<file path="config.mk">
export PLATFORM = sky130hd
export DESIGN_NAME = ps2_mouse_packet_decoder
export DESIGN_NICKNAME = d
export VERILOG_FILES = /design/src/rtl/core/ps2mpd_pkg.sv /design/src/rtl/core/ps2_mouse_packet_decoder.sv
export SDC_FILE = /design/constraint.sdc
export NUM_CORES = 1
export LEC_CHECK = 0
export BUFFER_PORTS_ARGS = -buffer_cell sky130_fd_sc_hd__buf_4
export CORE_ASPECT_RATIO = 2
export CORE_UTILIZATION = 50
export DETAILED_ROUTE_END_ITERATION = 10
export PLACE_DENSITY = 0.73
export SYNTH_ARGS = -nofsm -noshare
export SYNTH_HDL_FRONTEND = slang
export SYNTH_SLANG_ARGS = --single-unit
</file>
<file path="constraint.sdc">
create_clock -name clk -period 5.9 [get_ports clk]
set_input_delay 0.59 -clock clk [delete_from_list [all_inputs] [get_ports clk]]
set_output_delay 0.59 -clock clk [all_outputs]
set_load 0.01 [all_outputs]
</file>
<file path="src/rtl/core/ps2mpd_pkg.sv">
// types, constants and decode helpers for the ps2 mouse packet decoder
package ps2mpd_pkg;

	localparam int IDLE_BITS    = 24;
	localparam int TIMEOUT_BITS = 24;
	localparam int CMP_BITS     = (IDLE_BITS > TIMEOUT_BITS) ? IDLE_BITS : TIMEOUT_BITS;
	localparam int CFG_DATA_W   = 24;
	localparam int CFG_INDEX_W  = 2;
	localparam int IN_DATA_W    = 8;
	localparam int OUT_DATA_W   = 32;

	localparam logic [IDLE_BITS-1:0]    IDLE_MAX        = '1;
	localparam logic [2:0]              LEN_RESET       = 3'd3;
	localparam logic [2:0]              LEN_MAX         = 3'd4;
	localparam logic [TIMEOUT_BITS-1:0] TIMEOUT_RESET   = TIMEOUT_BITS'(500000);

	// item kinds on tuser
	localparam logic REQ_BYTE = 1'b0;
	localparam logic REQ_TICK = 1'b1;

	// register indexes
	localparam logic [CFG_INDEX_W-1:0] CFG_PACKET_LENGTH = 2'd0;
	localparam logic [CFG_INDEX_W-1:0] CFG_FIVE_BUTTONS  = 2'd1;
	localparam logic [CFG_INDEX_W-1:0] CFG_TIMEOUT_TICKS = 2'd2;

	typedef struct packed {
		logic [4:0]        buttons;
		logic signed [3:0] wheel;
		logic signed [8:0] dy;
		logic signed [8:0] dx;
	} result_t;

	localparam int RESULT_W = $bits(result_t);

	function automatic logic [OUT_DATA_W-1:0] pack_result(input result_t r);
		pack_result = {{(OUT_DATA_W - RESULT_W){1'b0}}, r};
	endfunction

endpackage

</file>
<file path="src/rtl/core/ps2_mouse_packet_decoder.sv">
// ps2 mouse packet decoder: byte framing, idle timeout and packet decode
//
// channel | dir | payload
// s       | in  | tdata: data_byte[7:0]; tuser: req_type
// m       | out | tdata: dx[8:0], dy[17:9], wheel[21:18], buttons[26:22], zero fill
// cfg     | in  | cfg_index selects packet_length, five_buttons, timeout_ticks
//
// one item per cycle unless the skid stage is full; finished packets are registered
// the result register plus a one-entry skid stage decouple s_tready from m_tready
// reset clears the byte count, idle count and both result stages
// stalls on m back up to s only once the skid stage is full
module ps2_mouse_packet_decoder (
	input  logic                             clk,
	input  logic                             arst_n,
	input  logic                             s_tvalid,
	output logic                             s_tready,
	input  logic [ps2mpd_pkg::IN_DATA_W-1:0] s_tdata,   // data_byte[7:0]
	input  logic                             s_tuser,   // req_type
	output logic                             m_tvalid,
	input  logic                             m_tready,
	output logic [ps2mpd_pkg::OUT_DATA_W-1:0] m_tdata,  // dx, dy, wheel, buttons, zeros
	input  logic                             cfg_we,
	input  logic [ps2mpd_pkg::CFG_INDEX_W-1:0] cfg_index,
	input  logic [ps2mpd_pkg::CFG_DATA_W-1:0]  cfg_data
);
	import ps2mpd_pkg::*;

	logic [2:0]              packet_length_q;
	logic                    five_buttons_q;
	logic [TIMEOUT_BITS-1:0] timeout_ticks_q;

	logic [7:0]           packet_bytes_q [4];
	logic [2:0]           byte_count_q;
	logic [IDLE_BITS-1:0] idle_count_q;

	logic    out_valid_q;
	result_t out_data_q;
	logic    skid_valid_q;
	result_t skid_data_q;

	logic           accept;
	logic           is_byte;
	logic [2:0]     len;
	logic           timed_out;
	logic [2:0]     bc_start;
	logic [2:0]     pos;
	logic [2:0]     next_count;
	logic           finish;
	logic [7:0]     b [4];
	result_t        res;
	logic           res_valid;
	logic           out_take;

	assign accept  = s_tvalid && s_tready;
	assign is_byte = (s_tuser == REQ_BYTE);
	assign len     = (packet_length_q > LEN_MAX) ? LEN_MAX : packet_length_q;

	always_comb begin
		timed_out  = CMP_BITS'(idle_count_q) > CMP_BITS'(timeout_ticks_q);
		bc_start   = timed_out ? 3'd0 : byte_count_q;
		pos        = (bc_start >= len) ? 3'd0 : bc_start;
		next_count = pos + 3'd1;
		finish     = (len != 3'd0) && (next_count == len);
		for (int i = 0; i < 4; i++) begin
			b[i] = (pos[1:0] == 2'(i)) ? s_tdata : packet_bytes_q[i];
		end
		res.dy      = {b[0][5], ((len > 3'd2) ? b[2] : 8'd0)};
		res.dx      = {b[0][4], ((len > 3'd1) ? b[1] : 8'd0)};
		res.wheel   = (len == LEN_MAX) ? b[3][3:0] : 4'd0;
		res.buttons = {((len == LEN_MAX && five_buttons_q) ? b[3][5:4] : 2'b00), b[0][2:0]};
	end

	assign res_valid = accept && is_byte && finish;
	assign out_take  = out_valid_q && m_tready;
	assign s_tready  = !skid_valid_q;
	assign m_tvalid  = out_valid_q;
	assign m_tdata   = pack_result(out_data_q);

	// configuration registers
	always_ff @(posedge clk or negedge arst_n) begin
		if (!arst_n) begin
			packet_length_q <= LEN_RESET;
			five_buttons_q  <= 1'b0;
			timeout_ticks_q <= TIMEOUT_RESET;
		end else if (cfg_we) begin
			case (cfg_index)
				CFG_PACKET_LENGTH: packet_length_q <= cfg_data[2:0];
				CFG_FIVE_BUTTONS:  five_buttons_q  <= cfg_data[0];
				CFG_TIMEOUT_TICKS: timeout_ticks_q <= cfg_data[TIMEOUT_BITS-1:0];
				default: ;
			endcase
		end
	end

	// framing state
	always_ff @(posedge clk or negedge arst_n) begin
		if (!arst_n) begin
			byte_count_q <= 3'd0;
			idle_count_q <= '0;
		end else if (accept) begin
			if (!is_byte) begin
				if (idle_count_q != IDLE_MAX) begin
					idle_count_q <= idle_count_q + 1'b1;
				end
			end else begin
				idle_count_q <= '0;
				if (len == 3'd0) begin
					byte_count_q <= bc_start;
				end else if (finish) begin
					byte_count_q <= 3'd0;
				end else begin
					byte_count_q <= next_count;
				end
			end
		end
	end

	// packet byte store
	always_ff @(posedge clk) begin
		if (accept && is_byte && len != 3'd0) begin
			packet_bytes_q[pos[1:0]] <= s_tdata;
		end
	end

	// result register and skid stage
	always_ff @(posedge clk or negedge arst_n) begin
		if (!arst_n) begin
			out_valid_q  <= 1'b0;
			skid_valid_q <= 1'b0;
		end else begin
			if (!out_valid_q || out_take) begin
				if (skid_valid_q) begin
					out_valid_q  <= 1'b1;
					skid_valid_q <= 1'b0;
				end else begin
					out_valid_q <= res_valid;
				end
			end else if (res_valid) begin
				skid_valid_q <= 1'b1;
			end
		end
	end

	always_ff @(posedge clk) begin
		if (!out_valid_q || out_take) begin
			if (skid_valid_q) begin
				out_data_q <= skid_data_q;
			end else if (res_valid) begin
				out_data_q <= res;
			end
		end else if (res_valid) begin
			skid_data_q <= res;
		end
	end

`ifndef SYNTHESIS
	a_skid_needs_out: assert property (@(posedge clk) disable iff (!arst_n)
		skid_valid_q |-> out_valid_q)
		else $error("skid stage full while result register empty");

	a_count_range: assert property (@(posedge clk) disable iff (!arst_n)
		byte_count_q <= LEN_MAX)
		else $error("byte count beyond packet size");

	a_result_from_byte: assert property (@(posedge clk) disable iff (!arst_n)
		res_valid |-> (len != 3'd0 && next_count == len))
		else $error("result without a finished packet");

	a_tick_counts: assert property (@(posedge clk) disable iff (!arst_n)
		(accept && !is_byte && idle_count_q != IDLE_MAX)
		|=> idle_count_q == $past(idle_count_q) + 1'b1)
		else $error("tick item did not advance idle count");

	a_byte_clears_idle: assert property (@(posedge clk) disable iff (!arst_n)
		(accept && is_byte) |=> idle_count_q == '0)
		else $error("byte item did not clear idle count");
`endif

endmodule
</file>
==> run summary, run 1 <==
================================================================================
CTS tree                                                                    done
Root cell of the clock tree                                         sky130_fd_sc_hd__clkbuf_16
Place WS                                                                0.796 ns
Post-DR vias/cell                                                           5.59
Portion of the post-synthesis area used by sequential elements             59.0%
WHS                                                                     0.208 ns
Largest fanout on the critical path                                           27
Combined global-route utilization of all metal layers                      21.1%
Top flip-flop cell by instance count after synthesis                sky130_fd_sc_hd__edfxtp_1
Leakage power of the design                                              3.24 nW
FMAX                                                                     191 MHz
Series of cell instances along the critical path                    inv_1 -> ha_1 -> nand4_1 -> nor3_1 -> a221oi_1 -> o21ai_1 -> o21ai_1 -> nand2_1 -> ha_1 -> nand2b_1 -> a21o_1 -> a21oi_1 -> nand3_1 -> inv_1 -> ha_1 -> xor2_1 -> and3_1 -> o221a_2 -> and3_1 -> buf_4
Startpoint type of the worst setup path                                 register
Count of synthesis-stage warnings from yosys                                   0
Area share of the largest cell type after synthesis                        37.1%
Hold crit path type                                                 input port to async pin
First drt pass iteration count                                                 4
CTS-repair resized insts                                                       0
Global route overflow                                                          0
Crit share post-route                                                      88.7%
Time the worst path needs with I/O delays and setup                      5.23 ns
Startpoint-to-endpoint class of the critical path                   register to register
Number of enable flip-flop cells after synthesis                              81
Worst IR drop on VDD                                                    0.263 mV
Port Buf Inserts                                                              68
Core area                                                              12700 µm²
Fraction of layout instances using a drive strength above 1                25.3%
Data arrival time of the critical path                                   5.31 ns
Main area contributors after synthesis                              sky130_fd_sc_hd__edfxtp_1 (37%), sky130_fd_sc_hd__dfrtp_1 (18%), sky130_fd_sc_hd__mux2_2 (6.4%)
Die W                                                                    83.0 µm
Final total power                                                        2.95 mW
Std cell rows                                                                 58
Post-DP HPWL                                                             9.80 mm
Post-CTS setup repair buffer count                                             0
Number of remaining DRC errors                                                 0
Maximum number of buffers from clock root to sink                              2
Most instantiated library cell after synthesis                      sky130_fd_sc_hd__edfxtp_1
Status                                                              complete, no violations
Setup repair after global routing missed its margin                        false
Worst R2R Path Depth                                                          20
Number of diodes added for antenna fixing                                      0
Post-synth design cell area                                             6560 µm²
Number of antenna violations at the first check in global routing              0
Area delta synth->final                                                    19.8%
Gate Count Post-Synth                                                        541
Max-slew violation count                                                       0
Flop and latch count out of synthesis                                        138
Final-layout setup total negative slack                                     0 ns
Async SR Flop Fraction                                                     41.3%
Pwr per Cell Area                                                     376 nW/µm²
Hold-fix buffer count after cts                                                0
Post-route ant nets                                                            0
Worst setup slack for register-to-register paths                         0.67 ns
Endpoint of the lowest-slack register-to-register path              skid_data_q[26]$_DFFE_PP_
Max stage delay on crit path                                             0.57 ns
Number of maximum-capacitance constraint violations                            0
R2R Path Start                                                      timeout_ticks_q[17]$_DFFE_PN1P_
Final critical-path setup slack                                         0.668 ns
Starting density of the core                                               51.7%
Synth Area per Inst                                                     12.1 µm²
CP Data Required Time                                                    5.98 ns
Ranking of synthesized cells by instance count                      sky130_fd_sc_hd__edfxtp_1 (81), sky130_fd_sc_hd__nor2_1 (58), sky130_fd_sc_hd__nand2_1 (55)
Final wirelength                                                         13.5 mm
Routed wire per std cell                                                 17.4 µm
Leading area contributor after synthesis                            sky130_fd_sc_hd__edfxtp_1
Die boundary height                                                       164 µm
Number of global-route vias before repair                                   4543
Gp weighted congestion                                                     0.808
First-pass GRT wire length                                               22.0 mm
Finish-stage setup viols                                                       0
Max transition margin                                                      16.2%
Layout net count                                                             688
Post-placement cell area                                                7230 µm²
Final Hold Viols                                                               0
Worst Tran Pin Value                                                     1.26 ns
Pin count of the biggest net entering global routing                          58
CTS Sinks                                                                    138
Kind of capture point of the worst setup path                           register
Num ports                                                                     74
Clock Pin Slew Worst Setup and Hold Paths                                0.06 ns
Area of the die                                                        13600 µm²
Clock Latency Late Sink                                                  0.42 ns
Violation count after the first detailed-routing iteration                   297
Cell with the largest stage delay on the worst path                 sky130_fd_sc_hd__o21ai_1
Cell variety after synth                                                      48
Total CTS buffers                                                             17
Count of vias placed by the detailed router                                 4348
Maximum level of the CTS H-tree                                                4
Fin area                                                                7860 µm²
Fin Clk Skew                                                          0.00632 ns
CP dominant cell by count                                           sky130_fd_sc_hd__ha_1
================================================================================
[worst max-delay path, delay by kind of cell (launching register included)]
| family | cells | cell delay, ns |
|---|---|---|
| AOI/OAI and AO/OA | 6 | 1.69 |
| xor gates and xnor gates | 1 | 0.20 |
| adders and majority gates | 3 | 0.83 |
| buffers and inverters | 3 | 0.55 |
| DFF | 1 | 0.53 |
| and+or+nand+nor | 7 | 1.09 |
[where the power goes]
part	switching (mW)	internal, mW
sequential	0.0462	1.16
combinational	0.333	0.271
clock	0.427	0.717
[worst max-delay path by stage]
stage | from | end
finish | timeout_ticks_q[17]$_DFFE_PN1P_ | skid_data_q[26]$_DFFE_PP_
global route | idle_count_q[9]$_DFFE_PN0P_ | skid_data_q[19]$_DFFE_PP_
CTS | timeout_ticks_q[17]$_DFFE_PN1P_ | skid_data_q[19]$_DFFE_PP_
detailed placement | timeout_ticks_q[17]$_DFFE_PN1P_ | skid_data_q[18]$_DFFE_PP_
global placement | timeout_ticks_q[18]$_DFFE_PN1P_ | skid_data_q[25]$_DFFE_PP_
floorplan | timeout_ticks_q[15]$_DFFE_PN1P_ | m_tdata[0]$_DFFE_PP_
[stage by stage]
step	std cells	utilization, %
3_3_place_gp	747	56.9
5_1_grt	778	61.9
2_1_floorplan	545	-
4_1_cts	778	61.9
6_report	778	61.9
3_5_place_dp	747	56.9
[state kept, by name, indices dropped and copies added (netlist names)]
signal / flops
skid_data_q: 27
packet_length_q: 3
skid_valid_q: 1
packet_bytes_q: 27
byte_count_q: 3
m_tdata: 27
five_buttons_q: 1
timeout_ticks_q: 24
idle_count_q: 24
m_tvalid: 1
[layout by cell type (no fill, tap or decap), types with 22 or more instances in the layout]
master / n
sky130_fd_sc_hd__inv_1: 33
sky130_fd_sc_hd__nor2_1: 56
sky130_fd_sc_hd__mux2i_1: 22
sky130_fd_sc_hd__buf_4: 72
sky130_fd_sc_hd__edfxtp_1: 81
sky130_fd_sc_hd__nand2_1: 55
sky130_fd_sc_hd__ha_1: 32
sky130_fd_sc_hd__dfrtp_1: 48
sky130_fd_sc_hd__o31ai_1: 23
sky130_fd_sc_hd__mux2_2: 37
[layer usage]
metal | routed length, µm | vias to the layer above | track usage, %
met3 | 393 | 29 | 4.12
met2 | 7940 | 115 | 42.3
met5 | 0 | - | 0
met4 | 343 | 0 | 8.54
li1 | - | 2068 | -
met1 | 4880 | 2136 | 20.7
[layout make-up]
| type | count | area [µm²] |
|---|---|---|
| Clock buffer | 17 | 425 |
| Clock inverter | 14 | 210 |
| Tap cell | 150 | 188 |
| Sequential cell | 138 | 3870 |
| Inverter | 34 | 128 |
| Fill cell | 984 | 4840 |
| Multi-Input combinational cell | 352 | 2480 |
| Timing Repair Buffer | 73 | 561 |
[kinds of logic (layout without fill, tap and decap cells)]
| kind of cell | after synthesis | after routing | share of synthesized area, % |
|---|---|---|---|
| buffers and inverters | 55 | 138 | 3.51 |
| AO/OA/AOI/OAI | 59 | 59 | 5.89 |
| other | 1 | 5 | 0.0572 |
| adder cells (fa/ha/maj) | 32 | 32 | 6.10 |
| multiplexers | 59 | 59 | 9.71 |
| flip-flops | 138 | 138 | 59.0 |
| XOR/XNOR | 23 | 23 | 3.07 |
| AND/OR/NAND/NOR | 174 | 174 | 12.7 |
No activity file was read; power rests on OpenSTA's default activity.
==> run 2, diff against run 1 <==
--- a/config.mk
+++ b/config.mk
@@ -10,6 +10,7 @@
 export CORE_UTILIZATION = 50
 export DETAILED_ROUTE_END_ITERATION = 10
 export PLACE_DENSITY = 0.73
+export REMOVE_ABC_BUFFERS = 1
 export SYNTH_ARGS = -nofsm -noshare
 export SYNTH_HDL_FRONTEND = slang
 export SYNTH_SLANG_ARGS = --single-unit
==> run summary, run 2 (same netlist as run 1, synthesis figures left out) <==
================================================================================
Post-DP HPWL                                                             9.57 mm   was 9.80 mm
Kind of capture point of the worst setup path                           register   unchanged
Hold crit path type                                                 input port to async pin   unchanged
CTS Sinks                                                                    138   unchanged
Kind of cell adding the most delay to the critical path             compound AO/OA/AOI/OAI gates   unchanged
Final-layout setup total negative slack                                     0 ns   unchanged
Worst IR drop on VDD                                                    0.355 mV   was 0.263 mV
Leading cell type in the layout, fill and taps excluded             sky130_fd_sc_hd__edfxtp_1   unchanged
Layout net count                                                             688   unchanged
Data arrival time of the critical path                                   5.39 ns   was 5.31 ns
Most used cells in the layout excluding fill and tap cells          sky130_fd_sc_hd__edfxtp_1 (81), sky130_fd_sc_hd__buf_4 (72), sky130_fd_sc_hd__nor2_1 (56)   unchanged
First-pass GRT wire length                                               21.0 mm   was 22.0 mm
Global route overflow                                                          0   unchanged
CP Data Required Time                                                    5.98 ns   about the same
Time the worst path needs with I/O delays and setup                      5.31 ns   was 5.23 ns
Port Buf Inserts                                                              68   unchanged
Number of global-route vias before repair                                   4512   was 4543
Count of vias placed by the detailed router                                 4291   was 4348
Total CTS buffers                                                             17   unchanged
Clock Pin Slew Worst Setup and Hold Paths                                0.06 ns   about the same
Post-CTS setup repair buffer count                                             0   unchanged
Number of remaining DRC errors                                                 0   unchanged
Hold-fix buffer count after cts                                                0   unchanged
Root cell of the clock tree                                         sky130_fd_sc_hd__clkbuf_16   unchanged
Die boundary height                                                       164 µm   unchanged
Maximum level of the CTS H-tree                                                4   unchanged
Worst path bufs/invs                                                           3   unchanged
Largest fanout on the critical path                                           27   unchanged
Startpoint type of the worst setup path                                 register   unchanged
Number of antenna violations at the first check in global routing              0   unchanged
Number of maximum-capacitance constraint violations                            0   unchanged
Max-slew violation count                                                       0   unchanged
Fin Clk Skew                                                          0.00514 ns   was 0.00632 ns
Place WS                                                                0.701 ns   was 0.796 ns
Status                                                              complete, no violations   unchanged
Pwr per Cell Area                                                     367 nW/µm²   was 376 nW/µm²
Setup repair after global routing missed its margin                        false   unchanged
Series of cell instances along the critical path                    inv_1 -> ha_1 -> a21oi_1 -> nor2_1 -> a211oi_1 -> o21ai_1 -> o21ai_1 -> nand2_1 -> ha_1 -> nand2b_1 -> a21o_1 -> a21oi_1 -> nand3_1 -> inv_1 -> ha_1 -> xor2_1 -> and3_1 -> o221a_2 -> and3_1 -> buf_4   was inv_1 -> ha_1 -> nand4_1 -> nor3_1 -> a221oi_1 -> o21ai_1 -> o21ai_1 -> nand2_1 -> ha_1 -> nand2b_1 -> a21o_1 -> a21oi_1 -> nand3_1 -> inv_1 -> ha_1 -> xor2_1 -> and3_1 -> o221a_2 -> and3_1 -> buf_4
Routed wire per std cell                                                 16.7 µm   was 17.4 µm
Gp weighted congestion                                                     0.840   was 0.808
CP dominant cell by count                                           sky130_fd_sc_hd__ha_1   unchanged
Max stage delay on crit path                                             0.53 ns   was 0.57 ns
Post-DR vias/cell                                                           5.51   was 5.59
Std cell rows                                                                 58   unchanged
Num ports                                                                     74   unchanged
Number of diodes added for antenna fixing                                      0   unchanged
Final wirelength                                                         13.0 mm   was 13.5 mm
Violation count after the first detailed-routing iteration                   247   was 297
Area delta synth->final                                                    19.1%   was 19.8%
Cell with the largest stage delay on the worst path                 sky130_fd_sc_hd__o21ai_1   unchanged
Fraction of layout instances using a drive strength above 1                25.3%   about the same
Most heavily used metal layer in global routing                             met2   unchanged
FMAX                                                                     188 MHz   was 191 MHz
Area of the die                                                        13600 µm²   unchanged
Leakage power of the design                                              3.22 nW   was 3.24 nW
Core area                                                              12700 µm²   unchanged
Maximum number of buffers from clock root to sink                              2   unchanged
Pin count of the biggest net entering global routing                          58   unchanged
Clock Latency Late Sink                                                  0.41 ns   was 0.42 ns
CTS-repair resized insts                                                       0   unchanged
M2 GR Usage                                                                39.4%   was 42.3%
Max transition margin                                                      18.7%   was 16.2%
Finish-stage setup viols                                                       0   unchanged
Worst Tran Pin Value                                                     1.22 ns   was 1.26 ns
Combined global-route utilization of all metal layers                      20.1%   was 21.1%
Final critical-path setup slack                                         0.586 ns   was 0.668 ns
Die W                                                                    83.0 µm   unchanged
Final Util                                                                 61.5%   was 61.9%
Starting density of the core                                               51.7%   unchanged
First drt pass iteration count                                                 4   unchanged
Global routing usage on met1                                               18.9%   was 20.7%
Crit share post-route                                                      90.1%   was 88.7%
Post-route ant nets                                                            0   unchanged
Startpoint-to-endpoint class of the critical path                   register to register   unchanged
Met3 Use GR                                                                4.32%   was 4.12%
CTS tree                                                                    done   unchanged
Final Hold Viols                                                               0   unchanged
================================================================================
-- run 2: cell types whose count changed in the layout (fill, tap and decap cells not counted), sizes merged --
| cell | delta |
|---|---|
| clkinvlp | +2 |
| bufinv | -2 |
| clkbuf | +1 |
-- run 2: path summary, 6_finish.rpt --
path,start,to,slack [ns],depth (start not counted)
setup / recovery,timeout_ticks_q[17]$_DFFE_PN1P_,skid_data_q[26]$_DFFE_PP_,0.59,20
hold / removal,arst_n,timeout_ticks_q[20]$_DFFE_PN0P_,0.23,1
setup reg to reg,timeout_ticks_q[17]$_DFFE_PN1P_,skid_data_q[26]$_DFFE_PP_,0.59,20
hold reg to reg,timeout_ticks_q[12]$_DFFE_PN0P_,timeout_ticks_q[12]$_DFFE_PN0P_,0.50,1
max in group asynchronous,arst_n,timeout_ticks_q[2]$_DFFE_PN0P_,5.18,1
min in group clk,s_tdata[6],packet_bytes_q[2][6]$_DFFE_PP_,0.39,1
-- run 2: through the flow --
stage | area [µm²] | std cells | power [mW] | hold slack [ns]
after floorplan | 6470 | 524 | 1.64 | 0.294
after global placement | 7230 | 747 | 1.79 | 0.489
after detailed placement | 7230 | 747 | 1.83 | 0.494
after CTS | 7820 | 779 | 2.89 | 0.248
after global routing | 7820 | 779 | 3.00 | 0.273
final | 7820 | 779 | 2.87 | 0.226
-- run 2: cell type report --
class / count / area (µm²)
fill: 996 / 4880
timing repair buffer: 73 / 561
clock inverter: 14 / 161
clock buffer: 18 / 429
tap: 150 / 188
sequential: 138 / 3870
multi-input combinational: 352 / 2480
inverter: 34 / 128
-- run 2: report_power, final --
| part | internal, mW | total [mW] | switching [mW] |
|---|---|---|---|
| sequential | 1.16 | 1.21 | 0.0446 |
| clock | 0.633 | 1.06 | 0.426 |
| combinational | 0.271 | 0.602 | 0.330 |
-- run 2: routing by layer --
layer / part of all wire [%] / vias up
met5: 0 / -
li1: - / 2070
met4: 4.1 / 0
met2: 57 / 125
met1: 36 / 2058
met3: 2.9 / 38
